[src/design/btlp_pkg.sv]
`default_nettype none

package btlp_pkg;

  localparam int TIMER_WIDTH = 16;

  localparam int DEBOUNCE_W = 8;
  localparam int PERIOD_W   = 16;
  localparam int CFG_DATA_W = 16;
  localparam int CFG_IDX_W  = 2;
  localparam int LED_W      = 3;
  localparam int PHASE_W    = 3;

  typedef enum logic [CFG_IDX_W-1:0] {
    CFG_DEBOUNCE_COUNT   = 2'd0,
    CFG_LONG_PRESS_TICKS = 2'd1,
    CFG_BLINK_PERIOD     = 2'd2
  } cfg_idx_t;

  localparam logic [DEBOUNCE_W-1:0] DEBOUNCE_RST   = 8'd30;
  localparam logic [PERIOD_W-1:0]   LONG_PRESS_RST = 16'd1000;
  localparam logic [PERIOD_W-1:0]   BLINK_RST      = 16'd500;

  localparam logic [DEBOUNCE_W-1:0] STABLE_MAX = 8'd255;
  localparam logic [LED_W-1:0]      LED_ALL    = 3'd7;
  localparam logic [PHASE_W-1:0]    PHASE_OFF0 = 3'd3;
  localparam logic [PHASE_W:0]      PHASE_WRAP = 4'd6;

endpackage

`default_nettype wire

[src/design/button_toggle_long_press_led_chaser_unit.sv]
// A result is registered and shown in the cycle after its request is accepted.
// Throughput: one request per cycle; while a result waits in the output
// register, a new request is taken only in the cycle that result leaves.
// Reset (synchronous, active low) clears all debounce, timer and LED state
// and loads the configuration registers with their default values.
`default_nettype none

module button_toggle_long_press_led_chaser_unit
  import btlp_pkg::*;
(
  input  wire logic                  clk,
  input  wire logic                  rst_n,
  input  wire logic                  cfg_we,
  input  wire logic [CFG_IDX_W-1:0]  cfg_index,
  input  wire logic [CFG_DATA_W-1:0] cfg_wdata,
  input  wire logic                  in_valid,
  output logic                       in_ready,
  input  wire logic                  in_button_raw,
  output logic                       out_valid,
  input  wire logic                  out_ready,
  output logic [LED_W-1:0]           out_led_pattern,
  output logic                       out_run_active,
  output logic                       out_long_active,
  output logic                       out_button_clean
);

  logic [DEBOUNCE_W-1:0]  debounce_count_r;
  logic [PERIOD_W-1:0]    long_press_ticks_r;
  logic [PERIOD_W-1:0]    blink_period_r;

  logic                   last_sample_r, last_sample_nxt;
  logic [DEBOUNCE_W-1:0]  stable_ticks_r, stable_ticks_nxt;
  logic                   clean_level_r, clean_level_nxt;
  logic                   run_flag_r, run_flag_nxt;
  logic                   long_flag_r, long_flag_nxt;
  logic                   hold_on_r, hold_on_nxt;
  logic [TIMER_WIDTH-1:0] hold_ticks_r, hold_ticks_nxt;
  logic [PERIOD_W-1:0]    blink_cd_r, blink_cd_nxt;
  logic [PHASE_W-1:0]     chase_phase_r, chase_phase_nxt;
  logic [LED_W-1:0]       led_bits_r, led_bits_nxt;

  logic                   out_valid_r;
  logic [LED_W-1:0]       out_led_r;
  logic                   out_run_r, out_long_r, out_clean_r;

  logic [TIMER_WIDTH-1:0] hold_inc;
  logic [TIMER_WIDTH-1:0] hold_limit;
  logic [PHASE_W:0]       phase_inc;
  logic                   in_fire;

  assign in_ready   = !out_valid_r || out_ready;
  assign in_fire    = in_valid && in_ready;
  assign hold_inc   = hold_ticks_r + 1'b1;
  assign hold_limit = TIMER_WIDTH'(long_press_ticks_r);
  assign phase_inc  = {1'b0, chase_phase_r} + 1'b1;

  always_comb begin
    last_sample_nxt  = last_sample_r;
    stable_ticks_nxt = stable_ticks_r;
    clean_level_nxt  = clean_level_r;
    run_flag_nxt     = run_flag_r;
    long_flag_nxt    = long_flag_r;
    hold_on_nxt      = hold_on_r;
    hold_ticks_nxt   = hold_ticks_r;
    blink_cd_nxt     = blink_cd_r;
    chase_phase_nxt  = chase_phase_r;
    led_bits_nxt     = led_bits_r;

    if (hold_on_r) begin
      hold_ticks_nxt = hold_inc;
      if (hold_inc >= hold_limit) begin
        hold_on_nxt    = 1'b0;
        hold_ticks_nxt = '0;
        long_flag_nxt  = in_button_raw;
      end
    end

    if (in_button_raw != last_sample_r) begin
      last_sample_nxt  = in_button_raw;
      stable_ticks_nxt = '0;
    end else if (stable_ticks_r < STABLE_MAX) begin
      stable_ticks_nxt = stable_ticks_r + 1'b1;
    end

    if (stable_ticks_nxt >= debounce_count_r && last_sample_nxt != clean_level_r) begin
      clean_level_nxt = last_sample_nxt;
      hold_ticks_nxt  = '0;
      if (last_sample_nxt) begin
        run_flag_nxt = !run_flag_r;
        hold_on_nxt  = 1'b1;
      end else begin
        if (long_flag_nxt) begin
          run_flag_nxt  = 1'b0;
          long_flag_nxt = 1'b0;
        end
        hold_on_nxt = 1'b0;
      end
    end

    if (blink_cd_r != '0) begin
      blink_cd_nxt = blink_cd_r - 1'b1;
    end
    if (long_flag_nxt) begin
      led_bits_nxt    = LED_ALL;
      chase_phase_nxt = PHASE_OFF0;
    end else if (run_flag_nxt && blink_cd_nxt == '0) begin
      case (chase_phase_r)
        3'd0, 3'd1, 3'd2: led_bits_nxt = led_bits_r | (LED_W'(1) << chase_phase_r[1:0]);
        3'd3, 3'd4, 3'd5:
          led_bits_nxt = led_bits_r & ~(LED_W'(1) << 2'(chase_phase_r - PHASE_OFF0));
        default: led_bits_nxt = led_bits_r;
      endcase
      chase_phase_nxt = (phase_inc >= PHASE_WRAP) ? '0 : phase_inc[PHASE_W-1:0];
      blink_cd_nxt    = blink_period_r;
    end
  end

  always_ff @(posedge clk) begin
    if (!rst_n) begin
      debounce_count_r   <= DEBOUNCE_RST;
      long_press_ticks_r <= LONG_PRESS_RST;
      blink_period_r     <= BLINK_RST;
    end else if (cfg_we) begin
      case (cfg_index)
        CFG_DEBOUNCE_COUNT:   debounce_count_r   <= cfg_wdata[DEBOUNCE_W-1:0];
        CFG_LONG_PRESS_TICKS: long_press_ticks_r <= cfg_wdata[PERIOD_W-1:0];
        CFG_BLINK_PERIOD:     blink_period_r     <= cfg_wdata[PERIOD_W-1:0];
        default: ;
      endcase
    end
  end

  always_ff @(posedge clk) begin
    if (!rst_n) begin
      last_sample_r  <= 1'b0;
      stable_ticks_r <= '0;
      clean_level_r  <= 1'b0;
      run_flag_r     <= 1'b0;
      long_flag_r    <= 1'b0;
      hold_on_r      <= 1'b0;
      hold_ticks_r   <= '0;
      blink_cd_r     <= '0;
      chase_phase_r  <= '0;
      led_bits_r     <= '0;
    end else if (in_fire) begin
      last_sample_r  <= last_sample_nxt;
      stable_ticks_r <= stable_ticks_nxt;
      clean_level_r  <= clean_level_nxt;
      run_flag_r     <= run_flag_nxt;
      long_flag_r    <= long_flag_nxt;
      hold_on_r      <= hold_on_nxt;
      hold_ticks_r   <= hold_ticks_nxt;
      blink_cd_r     <= blink_cd_nxt;
      chase_phase_r  <= chase_phase_nxt;
      led_bits_r     <= led_bits_nxt;
    end
  end

  always_ff @(posedge clk) begin
    if (!rst_n) begin
      out_valid_r <= 1'b0;
    end else if (in_ready) begin
      out_valid_r <= in_valid;
    end
  end

  always_ff @(posedge clk) begin
    if (in_fire) begin
      out_led_r   <= led_bits_nxt;
      out_run_r   <= run_flag_nxt;
      out_long_r  <= long_flag_nxt;
      out_clean_r <= clean_level_nxt;
    end
  end

  assign out_valid        = out_valid_r;
  assign out_led_pattern  = out_led_r;
  assign out_run_active   = out_run_r;
  assign out_long_active  = out_long_r;
  assign out_button_clean = out_clean_r;

endmodule

`default_nettype wire

[config.mk]
export PLATFORM = sky130hd
export DESIGN_NAME = button_toggle_long_press_led_chaser_unit
export DESIGN_NICKNAME = d
export VERILOG_FILES = /design/src/design/btlp_pkg.sv /design/src/design/button_toggle_long_press_led_chaser_unit.sv
export SDC_FILE = /design/constraint.sdc
export NUM_CORES = 1
export LEC_CHECK = 0
export BUFFER_PORTS_ARGS = -buffer_cell sky130_fd_sc_hd__buf_2
export CORE_MARGIN = 10
export CORE_UTILIZATION = 37
export CTS_CLUSTER_DIAMETER = 80
export CTS_CLUSTER_SIZE = 20
export DETAILED_ROUTE_END_ITERATION = 8
export GPL_ROUTABILITY_DRIVEN = 0
export PLACE_DENSITY = 0.49
export SLEW_MARGIN = 20
export SYNTH_ARGS = -nofsm -noshare
export SYNTH_HDL_FRONTEND = slang
export SYNTH_SLANG_ARGS = --single-unit
export TNS_END_PERCENT = 20
[constraint.sdc]
create_clock -name clk -period 14.3 [get_ports clk]
set_clock_uncertainty 0.15 [all_clocks]
set_input_delay 2.86 -clock clk [delete_from_list [all_inputs] [get_ports clk]]
set_output_delay 2.86 -clock clk [all_outputs]
set_load 0.05 [all_outputs]
==> results by group <==
Run status
  – Status: finished clean

Setup path
  – Reg2Reg Depth: 17
  – Startpoint Class: input port
  – CP startpoint: out_ready
  – CP Data Arrival Time: 3340 ps
  – Req. time, crit path: approximately 11000 ps
  – Reg2Reg Setup Slack: ~9000 ps
  – Critical Path Fanout Max: 3
  – CP Capture Point: in_ready
  – Setup CP Type: input port to output pin
  – R2R Path Start: hold_ticks_r[0]$_SDFFE_PN0P_
  – Worst reg2reg endpoint: led_bits_r[1]$_SDFFE_PN0P_
  – Endpoint class of the critical path: output pin

Logic synthesis
  – Synth warn: 0
  – Synth area leader: dfxtp_1
  – Post-synth top area share: 32.43%
  – Syn nets: about 770
  – Post-synthesis cell type count: ~70
  – Cells after synthesis: a little over 700
  – Mapped Area: around 0.0057 mm²
  – Most used DFF post-synth: dfxtp_1
  – Synthesized flop and latch total: 98
  – Synth area leaders: dfxtp_1, ha_1, nand2_1
  – EDFF count, synth: 6
  – Post-synth ARST share: 0%
  – Post-Syn Area per Cell: 7.954 µm²
  – Register area share after synthesis: 35.60%

STA
  – Setup tns final: 0 ps
  – Fin. Hold Viols: 0
  – Final period util: between 40% and 50%
  – Setup WS post-layout: between 7000 and 8000 ps
  – Least-Margin Pin Slew: ~840 ps
  – Slew margin rel.: between 40% and 50%
  – Final min period: roughly 6400 ps
  – Slew Viols, Final: 0
  – Finish-stage setup viols: 0
  – RSZ-0062 raised after global routing: no
  – FMAX: approximately 160 MHz

Run
  – Max Cap Violations: 0

Detailed routing
  – Routed WL: 14810 µm
  – DR WL met3: 475 µm
  – First-pass DRT Iterations: 7
  – Met2 routed WL: about 6700 µm
  – Remaining antenna violation count: 0
  – Starting DRT DRC Count: roughly 340
  – Max Used Layer: met4
  – # DRC: 0
  – Routed WL per cell: about 16 µm
  – M1 WL: 7382 µm
  – DR vias/cell: around 5.5
  – Routed vias: 5041

GRT
  – Vias in the first global route: between 4000 and 5000
  – Overflow after GRT: 0
  – Antenna violations before repair: 0
  – Tot GR Track Use: approximately 14%
  – Largest net degree at the start of global routing: 43
  – First-pass GRT wire length: 24040 µm

Die
  – Die Ht: around 140 µm
  – Die width: around 140 µm
  – Initial core utilization: between 30 and 40%
  – Core area: 0.01515 mm²
  – Rows: 45
  – Ports: 32
  – DIE AREA: about 0.021 mm²

Clock tree
  – TritonCTS Buffers: 9
  – H-tree Lvls: 3
  – Hold Buf Count CTS: 0
  – CTS tree: yes
  – Resized cells post-CTS: 0
  – Max clock buf depth: 2
  – Post CTS Setup Buffer Count: 0
  – Reg clk slew, reported paths: about 70 ps
  – Root Buffer: clkbuf_16
  – Clock Latency Late Sink: roughly 350 ps
  – Number of clock sinks: 98

Placed design
  – Pre-CTS setup slack: slightly below 8000 ps
  – Post-DP Area: 0.005967 mm²
  – Port Buffers: 31
  – Dpl cells: approximately 900
  – Post-DP HPWL: roughly 11000 µm

Pwr
  – Worst vdd ir: between 0.00006 and 0.00007 V
  – P_leak: 0.002466 µW
  – Pwr Density: between 100 and 150 mW/mm²
  – Total power: around 910 µW

Cells and area
  – Nets: 783
  – Area grow syn2layout: 10.20%
  – Inserted Diodes: 0
  – Post-layout instance area: ~0.0063 mm²
  – Share of layout cells above drive strength 1: between 10% and 20%
  – Non-filler cells, final: between 900 and 1000

Min path
  – Worst Hold Class: register to register
cells in the mapped netlist (3+ instances only):
cell	instances
dfxtp_1	92
nor3_1	17
ha_1	34
a311oi_1	3
buf_2	4
and3_1	8
edfxtp_1	6
a21boi_0	3
or2_2	4
nor3b_1	7
nand2_1	106
o21ai_1	5
a21o_1	4
nand4_1	15
a31oi_1	8
inv_1	41
nor2b_1	6
nor4_1	6
nand3_1	30
o211ai_1	13
xor2_1	10
mux2i_1	12
o21ai_0	24
buf_1	8
o311ai_0	3
a22oi_1	3
a211oi_1	6
o21a_1	4
xnor2_1	9
clkbuf_1	24
nor2_1	59
nand2b_1	7
or3_1	9
a31o_1	3
nand3b_1	8
a21oi_1	68
metal layers:
metal | GRT usage, % | vias up
met5 | 0 | -
met4 | 5.320 | 0
met3 | 2.211 | 16
met2 | 22.28 | 114
met1 | 19.70 | 2344
li1 | - | 2567
cells in the final DEF (no fill, tap or decap), types with 4 or more instances in the layout:
cell / netlist / layout
dfxtp_1: 92 / 92
nand3b_1: 8 / 8
mux2i_1: 12 / 12
o211ai_1: 13 / 13
inv_1: 41 / 40
nand2_1: 106 / 106
o21a_1: 4 / 4
nor2b_1: 6 / 6
or2_2: 4 / 4
nor3_1: 17 / 17
a21o_1: 4 / 4
o21ai_1: 5 / 6
or3_1: 9 / 9
nor4_1: 6 / 6
nand2b_1: 7 / 7
clkbuf_16: 0 / 10
xor2_1: 10 / 10
nand4_1: 15 / 15
edfxtp_1: 6 / 6
nand3_1: 30 / 30
buf_2: 4 / 31
nor3b_1: 7 / 7
nor2_1: 59 / 59
o21ai_0: 24 / 23
buf_4: 0 / 5
and3_1: 8 / 8
a21oi_1: 68 / 68
ha_1: 34 / 34
xnor2_1: 9 / 9
a211oi_1: 6 / 6
a31oi_1: 8 / 8
critical path: stages:
cell and delay, ps:
buf_2 70, nand2b_1 130, buf_2 280
cell type report:
| class | count | area (µm²) |
|---|---|---|
| sequential | 98 | 2022 |
| fill | 1528 | 8887 |
| inverter | 43 | 161.4 |
| clock inverter | 5 | 37.54 |
| tap | 188 | 235.2 |
| timing repair buffer | 36 | 192.7 |
| clock buffer | 11 | 254.0 |
| multi-input combinational | 537 | 3356 |
worst min path at each step:
stage	cells past startpoint	end	from
floorplan	2	hold_limit[10]$_SDFFE_PN0P_	hold_limit[10]$_SDFFE_PN0P_
global placement	2	hold_limit[1]$_SDFFE_PN0P_	hold_limit[1]$_SDFFE_PN0P_
detailed placement	2	blink_period_r[3]$_SDFFE_PN0P_	blink_period_r[3]$_SDFFE_PN0P_
CTS	2	blink_period_r[3]$_SDFFE_PN0P_	blink_period_r[3]$_SDFFE_PN0P_
global route	2	hold_limit[1]$_SDFFE_PN0P_	hold_limit[1]$_SDFFE_PN0P_
finish	2	hold_limit[13]$_SDFFE_PN0P_	hold_limit[13]$_SDFFE_PN0P_
cell families (layout without fill, tap and decap cells):
family,Yosys count,count (layout),synth area share (%)
mux,15,15,2.754
compound gates,170,170,19.67
flops,98,98,35.60
fa+ha+maj,34,34,7.491
buf+inv,79,95,5.310
xor+xnor,19,19,2.930
simple gates,299,299,26.24
state kept, by name, summed over array words and instances, names as in the netlist, 3 cells and up:
register          cells
chase_phase_r         3
blink_cd_r           16
blink_period_r       16
led_bits_r            3
out_led_pattern       3
stable_ticks_r        8
debounce_count_r      8
hold_ticks_r         16
hold_limit           16
power by group:
| group | total, µW | switching [µW] | internal, µW |
|---|---|---|---|
| combinational | 325 | 199 | 126 |
| clock | 243 | 114 | 129 |
| sequential | 339 | 40.1 | 299 |
metrics by stage:
step                      utilization (%)  hold slack (ps)
after floorplan                         -            286.3
after global placement              39.40            293.8
after detailed placement            39.40            300.5
after CTS                           41.32            312.2
after global routing                41.32            331.1
final                               41.32            307.7
Note: power is estimated with default switching activity, not from simulation.
